<file path="src/sv/qpb_pkg.sv">
`default_nettype none
package qpb_pkg;

  // defaults for the top level parameters
  localparam int TREE_DEPTH_DEF    = 3;
  localparam int LEAF_CAPACITY_DEF = 16;

  // a report streams at most this many members
  localparam int MAX_REPORT = 16;

  // port widths fixed by the item fields
  localparam int IN_DATA_W  = 120;
  localparam int OUT_DATA_W = 32;
  localparam int CFG_IDX_W  = 2;
  localparam int CFG_DATA_W = 32;

  // configuration register indexes
  localparam logic [CFG_IDX_W-1:0] REG_LEFT   = 2'd0;
  localparam logic [CFG_IDX_W-1:0] REG_TOP    = 2'd1;
  localparam logic [CFG_IDX_W-1:0] REG_WIDTH  = 2'd2;
  localparam logic [CFG_IDX_W-1:0] REG_HEIGHT = 2'd3;

  typedef enum logic [1:0] {
    ACT_INSERT = 2'd0,
    ACT_REPORT = 2'd1,
    ACT_CLEAR  = 2'd2,
    ACT_NONE   = 2'd3
  } act_t;

  typedef enum logic [1:0] {
    OUT_INS = 2'd0,
    OUT_NOG = 2'd1,
    OUT_MEM = 2'd2
  } out_sel_t;

  // controller to datapath commands
  typedef struct packed {
    logic     load;
    logic     step;
    logic     leaf_rd;
    logic     leaf_wr;
    logic     leaf_inc;
    logic     rep_rd;
    logic     rep_latch;
    logic     mem_rd;
    logic     k_inc;
    logic     clr_all;
    out_sel_t out_sel;
  } cmd_t;

  // datapath to controller status
  typedef struct packed {
    logic lvl_last;
    logic leaf_last;
    logic few;
    logic k_last;
  } status_t;

  // saturate a count to seven bits
  function automatic logic [6:0] sat7(input logic [15:0] v);
    if (v > 16'd127) begin
      return 7'd127;
    end
    return v[6:0];
  endfunction

endpackage
`default_nettype wire

</file>
<file path="src/sv/qpb_ctrl.sv">
`default_nettype none
module qpb_ctrl (
  input  wire logic             clk,
  input  wire logic             rst_n,
  input  wire logic             in_valid,
  input  wire logic [1:0]       in_action,
  output logic                  in_ready,
  output logic                  out_valid,
  input  wire logic             out_ready,
  output logic                  out_last,
  input  wire qpb_pkg::status_t stat,
  output qpb_pkg::cmd_t         cmd
);
  import qpb_pkg::*;

  typedef enum logic [9:0] {
    S_IDLE = 10'b00_0000_0001,
    S_DESC = 10'b00_0000_0010,
    S_LRD  = 10'b00_0000_0100,
    S_LWR  = 10'b00_0000_1000,
    S_RESP = 10'b00_0001_0000,
    S_RCNT = 10'b00_0010_0000,
    S_RCHK = 10'b00_0100_0000,
    S_NOG  = 10'b00_1000_0000,
    S_MRD  = 10'b01_0000_0000,
    S_MOUT = 10'b10_0000_0000
  } state_t;

  state_t state_r, state_nxt;
  act_t   act;

  assign act = act_t'(in_action);

  // state register
  always_ff @(posedge clk) begin
    if (!rst_n) begin
      state_r <= S_IDLE;
    end else begin
      state_r <= state_nxt;
    end
  end

  // next state and commands
  always_comb begin
    state_nxt = state_r;
    cmd       = '0;
    cmd.out_sel = OUT_INS;
    in_ready  = 1'b0;
    out_valid = 1'b0;
    out_last  = 1'b0;
    unique case (state_r)
      S_IDLE: begin
        in_ready = 1'b1;
        if (in_valid) begin
          unique case (act)
            ACT_INSERT: begin
              cmd.load  = 1'b1;
              state_nxt = S_DESC;
            end
            ACT_REPORT: begin
              cmd.load  = 1'b1;
              state_nxt = S_RCNT;
            end
            ACT_CLEAR: cmd.clr_all = 1'b1;
            default: ;
          endcase
        end
      end
      S_DESC: begin
        cmd.step = 1'b1;
        if (stat.lvl_last) state_nxt = S_LRD;
      end
      S_LRD: begin
        cmd.leaf_rd = 1'b1;
        state_nxt   = S_LWR;
      end
      S_LWR: begin
        cmd.leaf_wr = 1'b1;
        if (stat.leaf_last) begin
          state_nxt = S_RESP;
        end else begin
          cmd.leaf_inc = 1'b1;
          state_nxt    = S_LRD;
        end
      end
      S_RESP: begin
        out_valid = 1'b1;
        out_last  = 1'b1;
        cmd.out_sel = OUT_INS;
        if (out_ready) state_nxt = S_IDLE;
      end
      S_RCNT: begin
        cmd.rep_rd = 1'b1;
        state_nxt  = S_RCHK;
      end
      S_RCHK: begin
        cmd.rep_latch = 1'b1;
        state_nxt = stat.few ? S_NOG : S_MRD;
      end
      S_NOG: begin
        out_valid = 1'b1;
        out_last  = 1'b1;
        cmd.out_sel = OUT_NOG;
        if (out_ready) state_nxt = S_IDLE;
      end
      S_MRD: begin
        cmd.mem_rd = 1'b1;
        state_nxt  = S_MOUT;
      end
      S_MOUT: begin
        out_valid = 1'b1;
        out_last  = stat.k_last;
        cmd.out_sel = OUT_MEM;
        if (out_ready) begin
          if (stat.k_last) begin
            state_nxt = S_IDLE;
          end else begin
            cmd.k_inc = 1'b1;
            state_nxt = S_MRD;
          end
        end
      end
      default: state_nxt = S_IDLE;
    endcase
  end

endmodule
`default_nettype wire

</file>
<file path="config.mk">
export PLATFORM = sky130hd
export DESIGN_NAME = qpb_ctrl
export DESIGN_NICKNAME = d
export VERILOG_FILES = /design/src/sv/qpb_pkg.sv /design/src/sv/qpb_ctrl.sv
export SDC_FILE = /design/constraint.sdc
export NUM_CORES = 1
export LEC_CHECK = 0
export ABC_CLOCK_PERIOD_IN_PS = 5000
export BUFFER_PORTS_ARGS = -buffer_cell sky130_fd_sc_hd__buf_2
export CAP_MARGIN = 20
export CORE_MARGIN = 5
export CORE_UTILIZATION = 50
export DETAILED_ROUTE_END_ITERATION = 12
export PLACE_DENSITY = 0.88
export RECOVER_POWER = 100
export SYNTH_ARGS = -nofsm -noshare
export SYNTH_HDL_FRONTEND = slang
export SYNTH_SLANG_ARGS = --single-unit
</file>
<file path="constraint.sdc">
create_clock -name clk -period 5 [get_ports clk]
set_input_delay 0.75 -clock clk [delete_from_list [all_inputs] [get_ports clk]]
set_output_delay 0.75 -clock clk [all_outputs]
set_load 0.1 [all_outputs]
</file>
==> run summary, run 1 <==
Post-DP Area: 798.3 um^2
Final period utilization: 71.54%
Library cell with the largest summed area after synthesis: sky130_fd_sc_hd__dfxtp_1
Post-Synthesis Mean Instance Area: 8.080 um^2
Main area contributors after synthesis: sky130_fd_sc_hd__dfxtp_1 30%, sky130_fd_sc_hd__nor2_1 5.6%, sky130_fd_sc_hd__nor3_1 4.5%
Number of global-route vias before repair: 743
Hpwl dp: 1416 um
Overall die width: 46.63 um
Remaining max-slew budget at the tightest pin: 22.17%
Wire length per cell: 14.59 um
Worst slew pin tran: 1.173 ns
Power per cell area: 264.9 mW/mm^2
NumNets Final: 119
Final weighted congestion of routability-driven global placement: 0.8465
Post-synth EDFFs: 0
Register Area: 200.2 um^2
Layout Cells excl Fill: 123
Number of H-tree levels: 1
Startpoint class of the critical path: flip-flop
Leakage: 0.3172 nW
Post-route DRC violation count: 0
Most instantiated cells after synthesis: 10 x sky130_fd_sc_hd__dfxtp_1, 10 x sky130_fd_sc_hd__nor2_1, 6 x sky130_fd_sc_hd__nor3_1
Detailed-routing iteration count for the pre-antenna-repair pass: 4
Distinct cell type count of the synthesized netlist: 34
Max Cap Violations: 0
Area of the multi-input gates: 421.7 um^2
Global-route wire length before repair: 3084 um
Routed Wire Length: 1794 um
Clock insertion delay at the later pin of the skew report: 0.27 ns
Number of cells upsized or downsized after cts: 0
Number of vias in the routed layout: 759
Final clock skew: 0.003653 ns
Clock-pin slew reported for the worst setup and hold paths after clock tree synthesis: 0.07 ns
TritonCTS sink count: 10
Height of the die: 46.63 um
Crit. Startpoint: state_r[6]$_SDFFE_PN0P_
Pin count of the biggest net entering global routing: 13
Effective utilization at floorplan: 52.19%
Antenna diode count: 0
Critical path data required time: 4.25 ns
Flip-flop count of the largest register, all copies and words added: 10
Biggest register: state_r
Number of buffers added on ports: 24
Overflow left after global routing: 0
Number of post-CTS setup repair buffers: 0
Sequential fraction of the synthesis area: 29.85%
Gate count of the mapped netlist: 83
Worst VDD drop: 0.1992 mV
TritonCTS clock tree: yes
Inserted Clock Buffers: 3
Share of synthesized registers carrying an async set or reset: 0%
Root cell of the clock tree: sky130_fd_sc_hd__clkbuf_4
Count of antenna-violating nets left after detailed routing: 0
Worst-path maximum fanout: 4
Cell type group with the largest total delay on the critical path: simple AND/OR/NAND/NOR gates
Launch point of the worst reg-to-reg path: state_r[6]$_SDFFE_PN0P_
Count of yosys warnings during synthesis: 0
Routed via count divided by cell count: 6.171
Most used cell, CP: sky130_fd_sc_hd__or4_1
DIE AREA: 0.002174 mm^2
Crit-path slowest cell: sky130_fd_sc_hd__clkbuf_1
Largest stage delay, worst path: 0.89 ns
Critical path buffers and inverters: 1
Starting DRC count in detailed routing: 14
Min Clock Period, post-route: 3.577 ns
Register bit total from synthesis: 10
Final Setup Violations: 0
Share of Yosys cell area claimed by the top area cell type: 29.85%
Buffer levels on the longest clock path: 2
RSZ-0062 raised after global routing: false
Count of placed standard cells including taps: 119
I/O pin count: 25
Count of final hold-check violations: 0
Fillers: 124
Overall track demand over capacity in global routing: 19.70%
Number of buffers inserted for hold repair after clock tree synthesis: 0
Fraction of final layout cells sized beyond drive strength 1: 14.81%
Worst endpoint data arrival time: 2.83 ns
Top Registers: state_r: 10 flops
Crit. End Element: output port
Core Box Area: 0.001285 mm^2
Number of antenna violations at the first check in global routing: 0
Upper clock frequency limit: 279.5 MHz
Status: complete, no violations
Worst setup slack for register-to-register paths: 2.52 ns
Final Max Tran Viols: 0
Post-synth net total: 93
Area added between synthesis and finish: 17.72%
Rows: 13
Post-route cell area: 789.5 um^2
Total Negative Setup Slacks: 0 ns
Worst hold start: state_r[4]$_SDFFE_PN0P_
Cell area after synthesis: 670.6 um^2
Main flop type after synthesis: sky130_fd_sc_hd__dfxtp_1
Classification of the worst setup path: reg2out
Final Total Pwr: 0.2092 mW
CP cell instances: or4_1, or4_1, o32ai_1, clkbuf_1
Min-delay worst type: reg2reg
-- layout by cell type (no fill, tap or decap), types with 3 or more instances in the layout --
| cell type | n |
|---|---|
| sky130_fd_sc_hd__clkbuf_4 | 3 |
| sky130_fd_sc_hd__nor3_1 | 6 |
| sky130_fd_sc_hd__nor4_1 | 3 |
| sky130_fd_sc_hd__nor2b_1 | 3 |
| sky130_fd_sc_hd__clkbuf_1 | 15 |
| sky130_fd_sc_hd__buf_2 | 9 |
| sky130_fd_sc_hd__and3_1 | 4 |
| sky130_fd_sc_hd__inv_1 | 3 |
| sky130_fd_sc_hd__dfxtp_1 | 10 |
| sky130_fd_sc_hd__nor2_1 | 10 |
| sky130_fd_sc_hd__o21ai_0 | 4 |
-- tightest hold or removal path: stages (launching register included) --
cell,delay [ns]
sky130_fd_sc_hd__dfxtp_1,0.38
sky130_fd_sc_hd__a22oi_1,0.18
sky130_fd_sc_hd__nor2_1,0.05
-- cell type report --
cell class              instances  share of cell area [%]
repair buffers                 24                   12.84
multi-input cells              67                   53.41
clock buffers                   4                   4.596
well taps                      15                   2.377
flip-flops and latches         10                   25.36
inverters                       3                   1.426
-- report_power, final --
group / switching (mW) / internal, mW
Clock: 0.0301 / 0.0442
Combinational: 0.0389 / 0.0132
Sequential: 0.00163 / 0.0812
Total: 0.0706 / 0.139
-- stage by stage --
step / hold slack [ns] / util, % / worst slack, ns
final: 0.6587 / 61.44 / 1.423
after global routing: 0.6972 / 61.44 / 1.258
after CTS: 0.6508 / 64.95 / 1.847
after detailed placement: 0.6453 / 62.12 / 2.143
after global placement: 0.6189 / 62.12 / 2.219
after floorplan: 0.5842 / - / 0.1753
-- layer usage --
metal / track usage (%) / part of all wire [%] / vias to the layer above
met3: 5.078 / 9.4 / 4
met1: 23.09 / 44 / 352
met5: 0 / 0 / -
met2: 32.97 / 46 / 40
li1: - / - / 363
met4: 9.392 / 1.1 / 0
-- cells by family after synthesis --
group           Yosys count  synth area share (%)
compound gates           18                 22.02
xor+xnor                  3                 3.919
buf+inv                   6                 3.358
flops                    10                 29.85
simple gates             46                 40.86
-- path summary, 6_finish.rpt --
path,cells past startpoint,endpoint
min,2,state_r[4]$_SDFFE_PN0P_
max reg2reg,5,state_r[0]$_SDFFE_PN1P_
min reg2reg,2,state_r[4]$_SDFFE_PN0P_
max,4,out_last
No activity file was read; power rests on OpenSTA's default activity.
==> run 2: changes to the inputs <==
Settings changed: ABC_CLOCK_PERIOD_IN_PS 5000 to 3000, CORE_UTILIZATION 50 to 42, PLACE_DENSITY 0.88 to 0.8.
Clock period 5 ns to 3 ns, I/O delays scaled along.
==> run summary, run 2 (synthesis gave the netlist of run 1 again) <==
Fillers: 135
Overall die width: 49.96 um
Height of the die: 49.96 um
Reg2reg end: state_r[0]$_SDFFE_PN1P_
Clock insertion delay at the later pin of the skew report: 0.26 ns
Rows: 14
Launch point of the worst reg-to-reg path: state_r[6]$_SDFFE_PN0P_
Net switching power: 0.1221 mW
Number of global-route vias before repair: 692
Number of vias in the routed layout: 719
Pin count of the biggest net entering global routing: 9
TritonCTS clock tree: yes
Worst hold start: rst_n
Worst setup slack for register-to-register paths: 0.45 ns
Antenna diode count: 0
Detailed-routing iteration count for the pre-antenna-repair pass: 4
Buffer levels on the longest clock path: 2
Final Max Tran Viols: 0
Number of buffers added on ports: 24
Count of antenna-violating nets left after detailed routing: 0
Status: complete, no violations
Clock network fraction of total power: 34.7%
Number of stages on the worst hold path: 2
Max Cap Violations: 0
Number of post-CTS setup repair buffers: 0
Final clock skew: 0.001876 ns
Number of cells upsized or downsized after cts: 0
Crit. End Element: output port
RSZ-0062 raised after global routing: false
Overflow left after global routing: 0
Routed via count divided by cell count: 5.706
Worst-path maximum fanout: 4
Worst slew pin tran: 0.8047 ns
Post-DP Area: 857.1 um^2
Number of H-tree levels: 1
Worst VDD drop: 0.3308 mV
Utilization after layout: 57.39%
Leakage: 0.3866 nW
Count of final hold-check violations: 0
Internal portion of total power: 0.2339 mW
Worst endpoint data arrival time: 2.41 ns
Effective utilization at floorplan: 44.52%
Flip-flop count of the largest register, all copies and words added: 10
Classification of the worst setup path: reg2out
Final period utilization: 95.44%
NumNets Final: 121
Number of antenna violations at the first check in global routing: 0
Biggest register: state_r
Critical path data required time: 2.55 ns
Power per cell area: 411.7 mW/mm^2
Routed Wire Length: 1894 um
Root cell of the clock tree: sky130_fd_sc_hd__clkbuf_4
Startpoint class of the critical path: flip-flop
Sequential Power Share: 38.8%
Post-route DRC violation count: 0
Min-delay worst type: in2reg
Final Total Pwr: 0.3559 mW
Commonest cells after routing, fill and taps aside: 13 x sky130_fd_sc_hd__clkbuf_2, 12 x sky130_fd_sc_hd__buf_2, 10 x sky130_fd_sc_hd__dfxtp_1
Number of buffers inserted for hold repair after clock tree synthesis: 0
Final weighted congestion of routability-driven global placement: 0.9217
DIE AREA: 0.002496 mm^2
Overall track demand over capacity in global routing: 15.06%
Fraction of final layout cells sized beyond drive strength 1: 36.36%
Switching fraction of total power: 34.29%
TritonCTS sink count: 10
Top Registers: state_r: 10 flops
Starting DRC count in detailed routing: 18
Total Negative Setup Slacks: 0 ns
Area added between synthesis and finish: 28.92%
Comb power frac: 26.5%
Hold Path Sink: state_r[0]$_SDFFE_PN1P_
Worst r2r path cells: 5
Remaining max-slew budget at the tightest pin: 46.19%
Post-route cell area: 864.6 um^2
I/O pin count: 25
Global-route wire length before repair: 2987 um
Core Box Area: 0.001506 mm^2
Min Clock Period, post-route: 2.863 ns
Hpwl dp: 1490 um
Wire length per cell: 15.03 um
Inserted Clock Buffers: 3
Leading cell type in the layout, fill and taps excluded: sky130_fd_sc_hd__clkbuf_2
Upper clock frequency limit: 349.3 MHz
Final Setup Violations: 0
Clock-pin slew reported for the worst setup and hold paths after clock tree synthesis: 0.07 ns
[run 2: cell type report]
| cell class | instances | area [um^2] | share of cell area [%] |
|---|---|---|---|
| sequential | 10 | 200.2 | 23.15 |
| inverter | 3 | 11.26 | 1.302 |
| timing repair buffer | 26 | 132.6 | 15.34 |
| tap | 16 | 20.02 | 2.315 |
| multi-input combinational | 67 | 464.2 | 53.69 |
| clock buffer | 4 | 36.28 | 4.197 |
[run 2: layer usage]
layer	track usage, %	vias up	wire length (um)
li1	-	366	-
met1	19.38	326	858
met2	23.73	25	901
met3	2.711	2	119
met4	7.424	0	14
met5	0	-	0
[run 2: worst max path at each step]
stage,depth (start not counted),slack (ns),to,from
finish,4,0.14,out_last,state_r[6]$_SDFFE_PN0P_
detailed placement,4,0.51,out_last,state_r[6]$_SDFFE_PN0P_
floorplan,5,-0.78,cmd[4],state_r[6]$_SDFFE_PN0P_
global placement,4,0.53,out_last,state_r[6]$_SDFFE_PN0P_
global route,6,0.03,cmd[3],state_r[6]$_SDFFE_PN0P_
CTS,4,0.23,out_last,state_r[6]$_SDFFE_PN0P_
[run 2: critical path: stages, from the launching register on]
cell	delay (ns)
sky130_fd_sc_hd__dfxtp_1	0.33
sky130_fd_sc_hd__or4_1	0.54
sky130_fd_sc_hd__or4_1	0.52
sky130_fd_sc_hd__o32ai_4	0.28
sky130_fd_sc_hd__clkbuf_2	0.49
[run 2: through the flow]
stage	hold WS, ns	worst slack [ns]	instances
after floorplan	0.5284	-0.7823	83
after global placement	0.6586	0.5317	122
after detailed placement	0.6729	0.5142	122
after CTS	0.3997	0.2267	126
after global routing	0.4217	0.03215	126
final	0.4192	0.1369	126
[run 2: power by group through the flow]
stage | combinational, mW | sequential [mW] | clock [mW]
after global routing | 0.0996 | 0.139 | 0.133
after floorplan | 0.0811 | 0.140 | 0
final | 0.0943 | 0.138 | 0.124
after CTS | 0.103 | 0.138 | 0.124
after global placement | 0.101 | 0.141 | 0
after detailed placement | 0.102 | 0.141 | 0
